<file path="src/rtl/core/qos_map_dscp_to_priority_top_defines.svh">
// ----------------------------------------------------------------------------
// qos map assertion macros
// shared assertion forms for the dscp to user-priority map block
// ----------------------------------------------------------------------------
`ifndef QOS_MAP_DSCP_TO_PRIORITY_TOP_DEFINES_SVH
`define QOS_MAP_DSCP_TO_PRIORITY_TOP_DEFINES_SVH

// same-cycle implication, disabled in reset
`define QMAP_ASSERT_IMP(lbl, clk, rst_n, ante, cons) \
  lbl: assert property (@(posedge clk) disable iff (!rst_n) (ante) |-> (cons)) \
    else $error("qmap: same-cycle check failed");

// next-cycle implication, disabled in reset
`define QMAP_ASSERT_NXT(lbl, clk, rst_n, ante, cons) \
  lbl: assert property (@(posedge clk) disable iff (!rst_n) (ante) |=> (cons)) \
    else $error("qmap: next-cycle check failed");

`endif

</file>
<file path="src/rtl/core/qmap_pkg.sv">
// ----------------------------------------------------------------------------
// qmap_pkg
// types, constants and default table for the dscp to user-priority map
// ----------------------------------------------------------------------------
package qmap_pkg;

  localparam int unsigned TABLE_ENTRIES  = 64;
  localparam int unsigned NUM_PRIORITIES = 8;
  localparam int unsigned ADDR_W         = $clog2(TABLE_ENTRIES);
  localparam int unsigned PRIO_W         = 8;
  localparam int unsigned CFG_IDX_W      = 1;
  localparam int unsigned CFG_DATA_W     = 8;

  localparam logic [7:0] LEN_MIN        = 8'd16;
  localparam logic [7:0] LEN_MAX        = 8'd58;
  localparam logic [7:0] UNMAPPED       = 8'hFF;
  localparam logic [7:0] ELEMENT_ID_RST = 8'd110;

  // rfc8325 defaults, unmapped code points hold 255
  localparam logic [7:0] DEFAULT_MAP [TABLE_ENTRIES] = '{
    8'd0, 8'd255, 8'd255, 8'd255, 8'd255, 8'd255, 8'd255, 8'd255,
    8'd1, 8'd255, 8'd0,   8'd255, 8'd0,   8'd255, 8'd0,   8'd255,
    8'd0, 8'd255, 8'd3,   8'd255, 8'd3,   8'd255, 8'd3,   8'd255,
    8'd4, 8'd255, 8'd4,   8'd255, 8'd4,   8'd255, 8'd4,   8'd255,
    8'd4, 8'd255, 8'd4,   8'd255, 8'd4,   8'd255, 8'd4,   8'd255,
    8'd5, 8'd255, 8'd255, 8'd255, 8'd6,   8'd255, 8'd6,   8'd255,
    8'd6, 8'd255, 8'd255, 8'd255, 8'd255, 8'd255, 8'd255, 8'd255,
    8'd7, 8'd255, 8'd255, 8'd255, 8'd255, 8'd255, 8'd255, 8'd255
  };

  typedef enum logic [2:0] {
    ST_LOOKUP   = 3'd0,
    ST_TAKEN    = 3'd1,
    ST_COMPLETE = 3'd2,
    ST_WRONG_ID = 3'd3,
    ST_BAD_LEN  = 3'd4,
    ST_IGNORED  = 3'd5
  } status_e;

  typedef enum logic [CFG_IDX_W-1:0] {
    CFG_ELEMENT_ID = 1'b0,
    CFG_AP_PRESENT = 1'b1
  } cfg_idx_e;

  typedef enum logic [1:0] {
    S_IDLE,
    S_LOOK,
    S_SWEEP
  } seq_state_e;

  // one table word: exception mark and priority
  typedef struct packed {
    logic              mark;
    logic [PRIO_W-1:0] prio;
  } qmap_word_t;

  // sequencer request to the table
  typedef struct packed {
    logic              clear;
    logic              rd_en;
    logic [ADDR_W-1:0] rd_addr;
    logic              wr_en;
    logic [ADDR_W-1:0] wr_addr;
    qmap_word_t        wr_data;
  } qmap_tbl_req_t;

endpackage

</file>
<file path="src/rtl/core/qmap_table.sv">
// ----------------------------------------------------------------------------
// qmap_table
// 64-entry map store with per-entry valid bits; invalid entries read as
// the default map with no exception mark
// ----------------------------------------------------------------------------
module qmap_table (
  input  logic                   clk_i,
  input  logic                   rst_ni,
  input  qmap_pkg::qmap_tbl_req_t req_i,
  output qmap_pkg::qmap_word_t    rd_data_o
);
  import qmap_pkg::*;

  qmap_word_t                 mem [TABLE_ENTRIES];
  logic [TABLE_ENTRIES-1:0]   valid_q;
  qmap_word_t                 rd_data_q;
  qmap_word_t                 dflt_word;

  // fallback word for an entry not written since the last reload
  always_comb begin
    dflt_word.mark = 1'b0;
    dflt_word.prio = DEFAULT_MAP[req_i.rd_addr];
  end

  // valid bits, cleared at once on reload
  always_ff @(posedge clk_i or negedge rst_ni) begin
    if (!rst_ni) begin
      valid_q <= '0;
    end else if (req_i.clear) begin
      valid_q <= '0;
    end else if (req_i.wr_en) begin
      valid_q[req_i.wr_addr] <= 1'b1;
    end
  end

  // storage write and registered read
  always_ff @(posedge clk_i) begin
    if (req_i.wr_en) begin
      mem[req_i.wr_addr] <= req_i.wr_data;
    end
    if (req_i.rd_en) begin
      rd_data_q <= valid_q[req_i.rd_addr] ? mem[req_i.rd_addr] : dflt_word;
    end
  end

  assign rd_data_o = rd_data_q;

endmodule

</file>
<file path="src/rtl/core/qmap_seq.sv">
// ----------------------------------------------------------------------------
// qmap_seq
// element byte parser and sequencer: lookups, exception writes and the
// range sweep over table entries with one address counter and compare
// ----------------------------------------------------------------------------
`include "qos_map_dscp_to_priority_top_defines.svh"

module qmap_seq (
  input  logic                            clk_i,
  input  logic                            rst_ni,
  input  logic                            start_i,
  input  logic                            mode_i,
  input  logic [7:0]                      element_byte_i,
  input  logic                            first_byte_i,
  input  logic [7:0]                      lookup_dscp_i,
  input  logic [7:0]                      element_id_i,
  input  logic                            ap_present_i,
  input  qmap_pkg::qmap_word_t            rd_data_i,
  output qmap_pkg::qmap_tbl_req_t         req_o,
  output logic                            busy_o,
  output logic                            done_o,
  output logic [qmap_pkg::PRIO_W-1:0]     user_priority_o,
  output logic [2:0]                      status_o
);
  import qmap_pkg::*;

  seq_state_e        state_q, state_d;
  logic              active_q, active_d;
  logic [5:0]        pos_q, pos_d;
  logic [4:0]        exc_cnt_q, exc_cnt_d;
  logic [7:0]        pend_q, pend_d;
  logic [ADDR_W-1:0] cur_q, cur_d;
  logic [ADDR_W-1:0] end_q, end_d;
  logic [2:0]        prio_q, prio_d;
  status_e           res_st_q, res_st_d;
  logic              done_q, done_d;
  logic [PRIO_W-1:0] up_q, up_d;
  status_e           st_q, st_d;

  logic              accept;
  logic [5:0]        body;
  logic [4:0]        pair;
  logic [4:0]        rng_idx;
  logic              in_exc;
  logic              last_rng;
  logic              len_bad;
  logic              dscp_in;
  logic              rng_go;
  logic [ADDR_W-1:0] rng_end;

  assign accept   = start_i && (state_q == S_IDLE);
  assign body     = pos_q - 6'd1;
  assign pair     = body[5:1];
  assign in_exc   = pair < exc_cnt_q;
  assign rng_idx  = pair - exc_cnt_q;
  assign last_rng = rng_idx >= 5'(NUM_PRIORITIES - 1);
  assign len_bad  = (element_byte_i < LEN_MIN) || (element_byte_i > LEN_MAX);
  assign dscp_in  = lookup_dscp_i < 8'(TABLE_ENTRIES);
  // a range touches the table only when low is a code point and high >= low
  assign rng_go   = (pend_q < 8'(TABLE_ENTRIES)) && (element_byte_i >= pend_q);
  assign rng_end  = (element_byte_i < 8'(TABLE_ENTRIES)) ?
                    element_byte_i[ADDR_W-1:0] : ADDR_W'(TABLE_ENTRIES - 1);

  // state and parse registers
  always_ff @(posedge clk_i or negedge rst_ni) begin
    if (!rst_ni) begin
      state_q   <= S_IDLE;
      active_q  <= 1'b0;
      pos_q     <= '0;
      exc_cnt_q <= '0;
      pend_q    <= '0;
      done_q    <= 1'b0;
    end else begin
      state_q   <= state_d;
      active_q  <= active_d;
      pos_q     <= pos_d;
      exc_cnt_q <= exc_cnt_d;
      pend_q    <= pend_d;
      done_q    <= done_d;
    end
  end

  // sweep and result payload
  always_ff @(posedge clk_i) begin
    cur_q    <= cur_d;
    end_q    <= end_d;
    prio_q   <= prio_d;
    res_st_q <= res_st_d;
    up_q     <= up_d;
    st_q     <= st_d;
  end

  // next state, table requests and result beat
  always_comb begin
    state_d   = state_q;
    active_d  = active_q;
    pos_d     = pos_q;
    exc_cnt_d = exc_cnt_q;
    pend_d    = pend_q;
    cur_d     = cur_q;
    end_d     = end_q;
    prio_d    = prio_q;
    res_st_d  = res_st_q;
    done_d    = 1'b0;
    up_d      = up_q;
    st_d      = st_q;
    req_o     = '0;

    unique case (state_q)
      S_IDLE: begin
        if (accept && mode_i) begin
          if (ap_present_i && dscp_in) begin
            req_o.rd_en   = 1'b1;
            req_o.rd_addr = lookup_dscp_i[ADDR_W-1:0];
            state_d       = S_LOOK;
          end else begin
            done_d = 1'b1;
            up_d   = UNMAPPED;
            st_d   = ST_LOOKUP;
          end
        end else if (accept) begin
          up_d   = '0;
          done_d = 1'b1;
          st_d   = ST_TAKEN;
          if (first_byte_i) begin
            if (element_byte_i != element_id_i) begin
              active_d = 1'b0;
              st_d     = ST_WRONG_ID;
            end else begin
              active_d = 1'b1;
              pos_d    = '0;
            end
          end else if (!active_q) begin
            st_d = ST_IGNORED;
          end else if (pos_q == '0) begin
            // length byte: reload defaults on a good length
            if (len_bad) begin
              active_d = 1'b0;
              st_d     = ST_BAD_LEN;
            end else begin
              req_o.clear = 1'b1;
              exc_cnt_d   = 5'((element_byte_i - LEN_MIN) >> 1);
              pos_d       = 6'd1;
            end
          end else begin
            pos_d = pos_q + 6'd1;
            if (!body[0]) begin
              pend_d = element_byte_i;
            end else if (in_exc) begin
              // exception pair, only valid code point and priority
              if ((pend_q < 8'(TABLE_ENTRIES)) &&
                  (element_byte_i < 8'(NUM_PRIORITIES))) begin
                req_o.wr_en        = 1'b1;
                req_o.wr_addr      = pend_q[ADDR_W-1:0];
                req_o.wr_data.mark = 1'b1;
                req_o.wr_data.prio = element_byte_i;
              end
            end else begin
              if (last_rng) begin
                active_d = 1'b0;
                st_d     = ST_COMPLETE;
              end
              if (rng_go) begin
                // hold the beat back until the sweep ends
                done_d        = 1'b0;
                res_st_d      = last_rng ? ST_COMPLETE : ST_TAKEN;
                req_o.rd_en   = 1'b1;
                req_o.rd_addr = pend_q[ADDR_W-1:0];
                cur_d         = pend_q[ADDR_W-1:0];
                end_d         = rng_end;
                prio_d        = rng_idx[2:0];
                state_d       = S_SWEEP;
              end
            end
          end
        end
      end
      S_LOOK: begin
        done_d  = 1'b1;
        up_d    = rd_data_i.prio;
        st_d    = ST_LOOKUP;
        state_d = S_IDLE;
      end
      S_SWEEP: begin
        // read-modify-write, next entry read while this one is written
        if (!rd_data_i.mark) begin
          req_o.wr_en        = 1'b1;
          req_o.wr_addr      = cur_q;
          req_o.wr_data.mark = 1'b0;
          req_o.wr_data.prio = PRIO_W'(prio_q);
        end
        if (cur_q == end_q) begin
          done_d  = 1'b1;
          up_d    = '0;
          st_d    = res_st_q;
          state_d = S_IDLE;
        end else begin
          cur_d         = cur_q + ADDR_W'(1);
          req_o.rd_en   = 1'b1;
          req_o.rd_addr = cur_q + ADDR_W'(1);
        end
      end
      default: begin
        state_d = S_IDLE;
      end
    endcase
  end

  assign busy_o          = (state_q != S_IDLE);
  assign done_o          = done_q;
  assign user_priority_o = up_q;
  assign status_o        = st_q;

  // checks
  `QMAP_ASSERT_NXT(a_no_ap_unmapped, clk_i, rst_ni, accept && mode_i && !ap_present_i, done_q && (up_q == UNMAPPED))
  `QMAP_ASSERT_IMP(a_sweep_in_bounds, clk_i, rst_ni, state_q == S_SWEEP, cur_q <= end_q)
  `QMAP_ASSERT_IMP(a_beat_when_idle, clk_i, rst_ni, done_q, state_q == S_IDLE)
  `QMAP_ASSERT_IMP(a_byte_prio_zero, clk_i, rst_ni, done_q && (st_q != ST_LOOKUP), up_q == '0)

endmodule

</file>
<file path="src/rtl/core/qos_map_dscp_to_priority_top.sv">
// ----------------------------------------------------------------------------
// qos_map_dscp_to_priority_top
// dscp to 802.11 user-priority map, loaded from qos map set element bytes
// ----------------------------------------------------------------------------
// usage
//   command channel: an item is taken at a clock edge with start high and
//   busy low. mode_i 0 feeds one element byte (first_byte_i marks the id
//   byte), mode_i 1 looks up lookup_dscp_i.
//   result channel: every item gives one beat, shown for one cycle with
//   done_o high, carrying user_priority_o and status_o. the receiver
//   cannot stall it, so the beat must be captured in that cycle.
//   config port: cfg_we_i writes cfg_wdata_i to register cfg_idx_i
//   (0 element id, 1 ap present) at once; write only while idle.
// result path
//   element bytes without a range sweep: the beat is the result register
//   written at the take. lookup with an ap and dscp below 64: the beat
//   follows the registered read of the map store.
//   range pair: the sweep steps over the n entries the range covers
//   (at most 64), rewriting each unmarked one while the next is read.
//   busy drops as the beat is shown, so the next item may follow then.
// reset
//   map returns to the rfc8325 defaults, marks clear, parser idle,
//   element id 110, no ap.
// ----------------------------------------------------------------------------
module qos_map_dscp_to_priority_top (
  input  logic                            clk_i,
  input  logic                            rst_ni,
  input  logic                            start,
  output logic                            busy,
  input  logic                            mode_i,
  input  logic [7:0]                      element_byte_i,
  input  logic                            first_byte_i,
  input  logic [7:0]                      lookup_dscp_i,
  output logic                            done_o,
  output logic [7:0]                      user_priority_o,
  output logic [2:0]                      status_o,
  input  logic                            cfg_we_i,
  input  logic [qmap_pkg::CFG_IDX_W-1:0]  cfg_idx_i,
  input  logic [qmap_pkg::CFG_DATA_W-1:0] cfg_wdata_i
);
  import qmap_pkg::*;

  logic [7:0]    element_id_q;
  logic          ap_present_q;
  qmap_tbl_req_t tbl_req;
  qmap_word_t    tbl_rd_data;

  // configuration registers
  always_ff @(posedge clk_i or negedge rst_ni) begin
    if (!rst_ni) begin
      element_id_q <= ELEMENT_ID_RST;
      ap_present_q <= 1'b0;
    end else if (cfg_we_i) begin
      unique case (cfg_idx_e'(cfg_idx_i))
        CFG_ELEMENT_ID: element_id_q <= cfg_wdata_i;
        CFG_AP_PRESENT: ap_present_q <= cfg_wdata_i[0];
        default: ;
      endcase
    end
  end

  // parser and sweep sequencer
  qmap_seq u_seq (
    .clk_i           (clk_i),
    .rst_ni          (rst_ni),
    .start_i         (start),
    .mode_i          (mode_i),
    .element_byte_i  (element_byte_i),
    .first_byte_i    (first_byte_i),
    .lookup_dscp_i   (lookup_dscp_i),
    .element_id_i    (element_id_q),
    .ap_present_i    (ap_present_q),
    .rd_data_i       (tbl_rd_data),
    .req_o           (tbl_req),
    .busy_o          (busy),
    .done_o          (done_o),
    .user_priority_o (user_priority_o),
    .status_o        (status_o)
  );

  // map store
  qmap_table u_table (
    .clk_i     (clk_i),
    .rst_ni    (rst_ni),
    .req_i     (tbl_req),
    .rd_data_o (tbl_rd_data)
  );

endmodule
</file>
<file path="config.mk">
export PLATFORM = sky130hd
export DESIGN_NAME = qos_map_dscp_to_priority_top
export DESIGN_NICKNAME = d
export VERILOG_FILES = /design/src/rtl/core/qmap_pkg.sv /design/src/rtl/core/qmap_table.sv /design/src/rtl/core/qmap_seq.sv /design/src/rtl/core/qos_map_dscp_to_priority_top.sv
export VERILOG_INCLUDE_DIRS = /design/src /design/src/rtl/core
export SDC_FILE = /design/constraint.sdc
export NUM_CORES = 1
export LEC_CHECK = 0
export ABC_AREA = 1
export BUFFER_PORTS_ARGS = -buffer_cell sky130_fd_sc_hd__buf_2
export CORE_ASPECT_RATIO = 1.75
export CORE_MARGIN = 5
export CORE_UTILIZATION = 45
export DETAILED_ROUTE_END_ITERATION = 16
export MAX_ROUTING_LAYER = met4
export RECOVER_POWER = 50
export SLEW_MARGIN = 30
export SYNTH_ARGS = -nofsm -noshare
export SYNTH_HDL_FRONTEND = slang
export SYNTH_SLANG_ARGS = --single-unit
</file>
<file path="constraint.sdc">
create_clock -name clk_i -period 6.4 [get_ports clk_i]
set_input_delay 0.64 -clock clk_i [delete_from_list [all_inputs] [get_ports clk_i]]
set_output_delay 0.64 -clock clk_i [all_outputs]
set_load 0.01 [all_outputs]
</file>
# == Word-level counts from Yosys, hierarchy flattened ==
# Memories as Yosys holds them, arrays and structs flattened.
# Index checks and enable logic that the tools add are counted.
# totals
inputBits,31
register_bits,134
memories,2
out_inout_bits,13
ramBits,576
rom_bits,512
# mem_list
name,words,word_bits,read_ports,rd_ports_with_merged_regs,write_ports,line,source
u_table.mem,64,9,1,0,1,qmap_table.sv:14,qmap_word_t mem [TABLE_ENTRIES];
(no name shown),64,8,1,0,0,qmap_table.sv:22,dflt_word.prio = DEFAULT_MAP[req_i.rd_addr];
# op_classes
n_addsub,5
n_bitwise,9
n_eq_ne,25
muxes,92
order_cmp,13
n_reduce_logical,24
# ops
cell,n
$mux W64,2
$mux W6,14
$mux W24,3
$mux W16,4
$or A64 B64 Y64,1
$mux W8,7
$mux W23,2
$pmux W23 S2,1
$mux W7,5
$mux W3,10
$mux W1,25
$lt A8 B7 Y1 const B,3
$mux W2,12
$pmux W8 S3,1
$ne A3 B3 Y1 const B,6
$reduce_and A9 Y1,2
$lt A6 B7 Y1 const B,2
$reduce_and A7 Y1,2
$add A6 B1 Y6 const B,2
$ne A2 B2 Y1 const B,6
$ne A3 B2 Y1 const B,4
$pmux W6 S2,1
$ne A2 B1 Y1 const B,5
$reduce_and A10 Y1,1
32 further kinds,47

# == Logic depth before layout (Yosys ltp) ==
# Gate-level depths: netlist of the first run.
# logic_depth
ltp_word,18
ltp_mapped,28
ltp_nobuf,27

# == Modules after synthesis ==
# Synthesis of the first run repeated with hierarchy kept, for this count alone.
# hier_totals
cells_unflattened,3190
area_unflattened_um2,32392.3
# modules_own_cells
module,area_each_um2,cells_each,instances
qmap_table,28350.9,2698,1
qmap_seq,3667.3,452,1
qos_map_dscp_to_priority_top,374.1,40,1

# == Worst setup path before layout of the first run ==
# No wires, ideal clock.
# synth_timing
path_kind,register -> register
startpoint,register u_seq.pos_q[0]
endpoint,"memory u_table.mem[0][1] (netlist bit), data pin"
required_time_ns,5.698
arrival_ns,4.587
slack_ns,1.111
path_buffers,1
stages_incl_launch_ff,12
synth_period_minus_slack_ns,5.289
setup_ns,0.702
cell_sequence,dfrtp_1 inv_1 nand3_1 nor3_1 xor2_1 ha_1 a21oi_1 o21ai_1 a31oi_4 nand4_1 buf_2 o21ai_0
# synth_rtl
element,line,source
start: declaration,qmap_seq.sv:29,"logic [5:0] pos_q, pos_d;"
start signal: assignment,qmap_seq.sv:76,pos_q <= pos_d;
end: declaration,qmap_table.sv:14,

==> results of run 1 <==
==> power breakdown <==
group / internal (uW) / leakage, uW / total [uW] / switching [uW]
Sequential: 5540 / 0.00725 / 5730 / 189
Clock: 2040 / 0.000961 / 3740 / 1700
Combinational: 1600 / 0.00720 / 5860 / 4260
==> sequential cells by signal, summed over array words and instances (netlist names), 5 cells and up <==
register,count
element_id_q,8
u_seq.cur_q,6
u_seq.end_q,6
u_seq.exc_cnt_q,5
u_seq.pend_q,8
u_seq.pos_q,6
u_seq.user_priority_o,8
u_table.mem,576
u_table.rd_data_o,9
u_table.valid_q,64
==> layer usage <==
metal,up-vias,share of wire,wire (microns),track usage
met5,-,0,0,-
met1,11300,0.38,34200,0.271
met4,0,0.039,3540,0.0828
li1,11200,-,-,-
met2,649,0.53,48300,0.424
met3,175,0.047,4220,0.0185
==> worst min path at each step <==
stage | startpoint | endpoint | slack, ns | depth (start not counted)
after floorplan | rst_ni | ap_present_q$_DFFE_PN0P_ | 0.34 | 0
after global placement | u_seq.exc_cnt_q[4]$_DFFE_PN0P_ | u_seq.exc_cnt_q[4]$_DFFE_PN0P_ | 0.48 | 2
after detailed placement | u_table.valid_q[2]$_DFFE_PN0P_ | u_table.valid_q[2]$_DFFE_PN0P_ | 0.49 | 2
after CTS | cfg_we_i | ap_present_q$_DFFE_PN0P_ | 0.18 | 2
after global routing | cfg_we_i | ap_present_q$_DFFE_PN0P_ | 0.23 | 2
final | cfg_we_i | ap_present_q$_DFFE_PN0P_ | 0.20 | 2
==> logic make-up after synthesis <==
kind of cell / after synthesis
XOR/XNOR: 14
AND/OR/NAND/NOR: 1697
other: 1
flip-flops: 709
adder cells (fa/ha/maj): 24
AO/OA/AOI/OAI: 191
multiplexers: 6
buffers and inverters: 702
==> synthesized netlist by cell type (2+ instances only) <==
cell type	n	share of area
nand4_1	178	0.034
nand2_2	5	0.00095
ha_1	23	0.0088
a211oi_1	3	0.00068
nor3_1	7	0.0011
clkbuf_1	44	0.0050
a31o_2	3	0.00080
or2_2	3	0.00057
nor4_1	2	0.00038
xnor2_1	5	0.0013
o21a_1	2	0.00046
o21ai_0	49	0.0075
a31oi_1	2	0.00038
nand2_1	812	0.093
o22ai_1	4	0.00076
xor2_1	9	0.0024
o211ai_1	60	0.014
edfxtp_1	613	0.56
nand3b_1	2	0.00046
buf_2	71	0.011
nand3_1	371	0.056
mux2_2	6	0.0021
o21ai_1	17	0.0026
nand3_4	2	0.0011
inv_1	503	0.057
dfstp_2	5	0.0040
nor2_1	295	0.034
inv_2	17	0.0019
nor2_4	7	0.0024
a21oi_1	46	0.0070
nor2_2	5	0.00095
buf_6	8	0.0027
buf_4	38	0.0087
dfrtp_1	91	0.069
nand3_2	3	0.00091
buf_1	19	0.0022
==> final cells by class <==
type,count,share of cell area
multi-input combinational,2124,0.273
sequential,709,0.571
tap,931,0.0319
timing repair buffer,89,0.0164
clock buffer,73,0.0442
clock inverter,41,0.0102
inverter,522,0.0539
==> repair_timing <==
item / CTS / global route
hold buffers: 1 / 0
setup buffers: 0 / 0
resized for setup: 0 / 0
endpoints found under the hold margin: 31 / 0
==> through the flow <==
step | power, uW | cells | utilization
after CTS | 15500 | 4489 | 0.503
after detailed placement | 11700 | 4374 | 0.476
after global placement | 11700 | 4371 | 0.474
final | 15300 | 4489 | 0.501
after global routing | 16200 | 4489 | 0.501
after floorplan | 9740 | 3535 | -
==> metrics.txt, run 1 <==
Crit-path slowest cell nor2_1; main combinational cell family by area after synthesis simple AND/OR/NAND/NOR gates; Crit. End Element register; Multi-input gate area 0.00995 sq mm; dpl hpwl 55700 microns; Mapped Cells 3344; XOR/XNOR share of the synthesized area 0.00373; DRT Pass-1 Iters 5; Synth Area in Simple Gates 0.227; Reg-to-Reg Start u_seq.pos_q[0]$_DFFE_PN0P_; Design Area, Final 0.0365 sq mm; Compound-Gate Fraction of Synth Area 0.0355; Final Hold Viols 0; PortBufs 43; fraction of registers with async set/reset 0.135; fmax 0.181 GHz; wire per inst 20.1 microns; Fill cells 6840; first-pass GRT wire length approximately 140000 microns; RD Place Congestion 0.862; Post-route DRC 0; Initial Util 0.452; TritonCTS Sinks between 700 and 800; sequential cell area 0.0208 sq mm; failing checks capacitance limit, slew limit; crit-path max FO 28; antenna violations before repair 0; Area after DPL around 0.035 sq mm; Worst-Skew Late Latency 0.65 ns; CP startpoint kind register; Max-Cap Viols 10; n_diodes 0; max-slew violation count 340; Rows 131; register area share after synthesis 0.633; htree depth 2; r2r endpoint u_table.mem[58][5]$_DFFE_PP_; worst hold slack 0.205 ns; CTS tree yes; layout net count 3562; count of cell types in the netlist 50; final setup TNS 0 ns; Worst Path Buf+Inv 5; most frequent cells in the layout nand2_1 (814), edfxtp_1 (613), inv_1 (505), nand3_1 (371), nor2_1 (258); Adder-Cell Fraction of Synth Area 0.00936; critical path depth in cells 13; status finished, violations left; pre-CTS setup slack 1.43 ns; Die W 214 microns; worst vdd ir 0.000331 V; setup repair after global routing missed its margin false; final-report setup violation count 0; mux cell area share after synthesis 0.00205; Crit path required time 6.73 ns; crit-path leading delay family simple AND/OR/NAND/NOR gates; Tot GR Track Use 0.233; Synth Flop Type edfxtp_1; number of global-route vias before repair 23000; Max-slew headroom -0.688; most common cell after layout, fill and taps aside nand2_1; Cell Area, Synth between 0.03 and 0.04 sq mm; IO Pins 44; largest net degree at the start of global routing 175; antenna viol nets, final 0; Root Driver clkbuf_16; routed vias 23300; leakage power 0.0154 uW; final WL approximately 90000 microns; Reg2Reg Depth 13; CTS Buffer Depth 3; core area 0.0728 sq mm; crit share post-route 0.863; DRT iter0 DRCs 1881; DR vias/cell 5.19; Post-synth EDFFs 613; CP Capture Point u_table.mem[58][5]$_DFFE_PP_; actual slew at the worst max-slew pin 2.51 ns; PwrDens between 400 and 500 mW/mm^2; crit-path max cell delay 1.55 ns; syn_area_per_cell 9.83 sq um; chip height 368 microns; clk_skew slightly above 0.03 ns; share of layout cells above drive strength 1 0.0680; Inserted Clock Buffers 61; total gr overflow 0; Setup WS post-layout 0.874 ns; crit path launch u_seq.pos_q[0]$_DFFE_PN0P_; R2R Setup Slk 0.87 ns; area of the die between 0.07 and 0.08 sq mm; min cycle time layout roughly 5.5 ns; area delta synth->final 10.9%; CTS clk-pin slew, worst paths ~0.070 ns; Hold WC Path Type primary input to register; crit-path cells clkbuf_1 -> inv_1 -> ha_1 -> xnor2_1 -> inv_1 -> ha_1 -> a21oi_1 -> o21ai_0 -> a31oi_1 -> nand4_1 -> clkbuf_1 -> nor2_1 -> clkbuf_2; synth warn 0; Yosys reg bits ~700; crit path DAT 5.85 ns; kind of critical path register to register
(Power assumes the default switching activity.)
==> run 2: changes to the inputs <==
==> constraint.sdc (replaced) <==
create_clock -name clk_i -period 6.4 [get_ports clk_i]
set_input_delay 0.32 -clock clk_i [delete_from_list [all_inputs] [get_ports clk_i]]
set_output_delay 0.32 -clock clk_i [all_outputs]
set_load 0.01 [all_outputs]
==> run 2 against run 1 <==
The run still ends with capacitance limit, slew limit left. Clock skew fell by 0.0041 ns. Clock power about the same. Highest routed layer unchanged. Non-clock buffer count grew 2. Largest power group is now sequential cells. Via count is 0.22% lower. Final area rose by 0.22%. Maximum frequency is 2.5% higher. Flip-flop and latch count is the same. Sequential power barely moved. Worst setup slack better by 0.14 ns. Die area did not move. Global-route usage is 0.54 points lower. Critical path depth fell by 1.
==> metrics.txt, run 2 (same netlist as run 1, synthesis figures left out) <==
status finished, violations left (unchanged); failing checks capacitance limit, slew limit (unchanged); Root Driver clkbuf_16 (unchanged); DRT iter0 DRCs 1768 (was 1881); actual slew at the worst max-slew pin 3.77 ns (was 2.51 ns); IO Pins 44 (unchanged); PostCTS Resize Cnt 0 (unchanged); leakage power 0.0154 uW (about the same); largest net degree at the start of global routing 198 (was 175); Hold WC Path Type primary input to register (unchanged); Reg2Reg Depth 12 (was 13); area delta synth->final 11.2% (was 10.9%); Die W 214 microns (unchanged); kind of critical path register to register (unchanged); crit-path max FO 40 (was 28); Crit-path slowest cell nor2_1 (unchanged); GR Util met1 0.256 (was 0.271); RD Place Congestion 0.886 (was 0.862); Tot GR Track Use 0.227 (was 0.233); setup repair after global routing missed its margin false (unchanged); Initial Util 0.452 (unchanged); wire per inst 19.5 microns (was 20.1 microns); PortBufs 43 (unchanged); Core Util, Final 0.502 (was 0.501); grt met3 use 0.0269 (was 0.0185); CP startpoint kind register (unchanged); most common cell after layout, fill and taps aside nand2_1 (unchanged); Crit. End Element register (unchanged); routed vias 23300 (about the same); total gr overflow 0 (unchanged); Max-Cap Viols 10 (unchanged); CTS tree yes (unchanged); sequential cell area 0.0208 sq mm (unchanged); cell count after placement 4365 (was 4374); crit-path max cell delay 1.59 ns (was 1.55 ns); hold path depth 3 (was 2); area of the die 0.0788 sq mm (unchanged); CTS Buffer Depth 3 (unchanged); most frequent cells in the layout nand2_1 (814), edfxtp_1 (613), inv_1 (505), nand3_1 (371), nor2_1 (257) (was nand2_1 (814), edfxtp_1 (613), inv_1 (505), nand3_1 (371), nor2_1 (258)); met2 GRT Util 0.411 (was 0.424); antenna violations before repair 0 (unchanged); clk_skew 0.0263 ns (was 0.0304 ns); Final Hold Viols 0 (unchanged); DR vias/cell 5.17 (was 5.19); number of global-route vias before repair 23000 (about the same); Inserted Clock Buffers 67 (was 61); chip height 368 microns (unchanged); crit-path cells inv_1 -> ha_1 -> xnor2_1 -> inv_1 -> ha_1 -> a21oi_1 -> o21ai_0 -> a31oi_1 -> nand4_1 -> buf_4 -> nor2_1 -> buf_4 (was clkbuf_1 -> inv_1 -> ha_1 -> xnor2_1 -> inv_1 -> ha_1 -> a21oi_1 -> o21ai_0 -> a31oi_1 -> nand4_1 -> clkbuf_1 -> nor2_1 -> clkbuf_2); Post-route DRC 0 (unchanged); Multi-input gate area 0.00996 sq mm (was 0.00995 sq mm); htree depth 3 (was 2); antenna viol nets, final 0 (unchanged); final WL 87900 microns (was 90200 microns); fmax 0.186 GHz (was 0.181 GHz); layout net count 3570 (was 3562); TritonCTS Sinks 709 (unchanged); crit path DAT 5.70 ns (was 5.85 ns); Rows 131 (unchanged); Worst-Skew Late Latency 0.61 ns (was 0.65 ns); first-pass GRT wire length 135000 microns (was 138000 microns); PwrDens 416 mW/mm^2 (was 420 mW/mm^2); dpl hpwl 54700 microns (was 55700 microns); max-slew violation count 378 (was 340); largest register by flop count u_table.mem (unchanged); Max-slew headroom -1.52 (was -0.688); n_diodes 0 (unchanged); DRT Pass-1 Iters 5 (unchanged); min cycle time layout 5.39 ns (was 5.53 ns); CTS clk-pin slew, worst paths 0.06 ns (was 0.07 ns); core area 0.0728 sq mm (unchanged); final setup TNS 0 ns (unchanged); final-report setup violation count 0 (unchanged); Fill cells 6700 (was 6840); worst vdd ir 0.000288 V (was 0.000331 V); share of layout cells above drive strength 1 0.0665 (was 0.0680); post-CTS setup buffers 0 (unchanged); final std cells w/o fill 4496 (was 4489); max FFs per register 576 (unchanged); Crit path required time 6.71 ns (was 6.73 ns); crit share post-route 0.842 (was 0.863); busiest layer in global routing met2 (unchanged)
-- run 2: power breakdown --
part           internal (uW)  switching (uW)  leakage (uW)
Sequential              5540             202       0.00725
Clock                   2030            1720      0.000973
Combinational           1620            4130       0.00722
-- run 2: metal layers --
layer | share of wire | wire length [microns]
met1 | 0.38 | 33100
met2 | 0.53 | 46900
met3 | 0.047 | 4150
met4 | 0.043 | 3750
met5 | 0 | 0
-- run 2: final cells by class --
type,instances,area share
Sequential cell,709,0.569
Multi-Input combinational cell,2124,0.272
Inverter,522,0.0537
Clock buffer,87,0.0491
Tap cell,931,0.0319
Timing Repair Buffer,91,0.0180
Clock inverter,32,0.00541
-- run 2: final timing paths --
check / start / end / slack [ns]
hold / removal: element_byte_i[2] / u_seq.exc_cnt_q[1]$_DFFE_PN0P_ / 0.03
max in group asynchronous: rst_ni / u_table.valid_q[59]$_DFFE_PN0P_ / 3.09
setup reg to reg: u_seq.pos_q[0]$_DFFE_PN0P_ / u_table.mem[63][5]$_DFFE_PP_ / 1.01
setup / recovery: u_seq.pos_q[0]$_DFFE_PN0P_ / u_table.mem[63][5]$_DFFE_PP_ / 1.01
min in group asynchronous: rst_ni / u_seq.pos_q[2]$_DFFE_PN0P_ / 1.30
hold reg to reg: u_table.valid_q[3]$_DFFE_PN0P_ / u_table.valid_q[3]$_DFFE_PN0P_ / 0.50
-- run 2: critical path: cells and delay by family (launching register included) --
kind                       cells  cell delay [ns]
and+or+nand+nor                2             1.95
buffers and inverters          4             1.23
AOI/OAI and AO/OA              3             0.66
DFF                            1             0.51
adders and majority gates      2             0.43
xor gates and xnor gates       1             0.27
-- run 2: what timing repair did --
| item | CTS | global route |
|---|---|---|
| hold buffers | 12 | 0 |
| endpoints found under the setup margin | 0 | 0 |
| endpoints found under the hold margin | 58 | 0 |
-- run 2: per-stage QoR --
stage          hold WS (ns)  area [sq um]  total power (uW)  setup slack, ns
3_5_place_dp          0.427         34500             11600             1.47
6_report             0.0297         36600             15200             1.01
3_3_place_gp          0.431         34500             11600             1.46
5_1_grt              0.0714         36600             16100            0.678
2_1_floorplan        0.0244         33600              9740             1.11
4_1_cts             0.00674         36600             15400             1.45
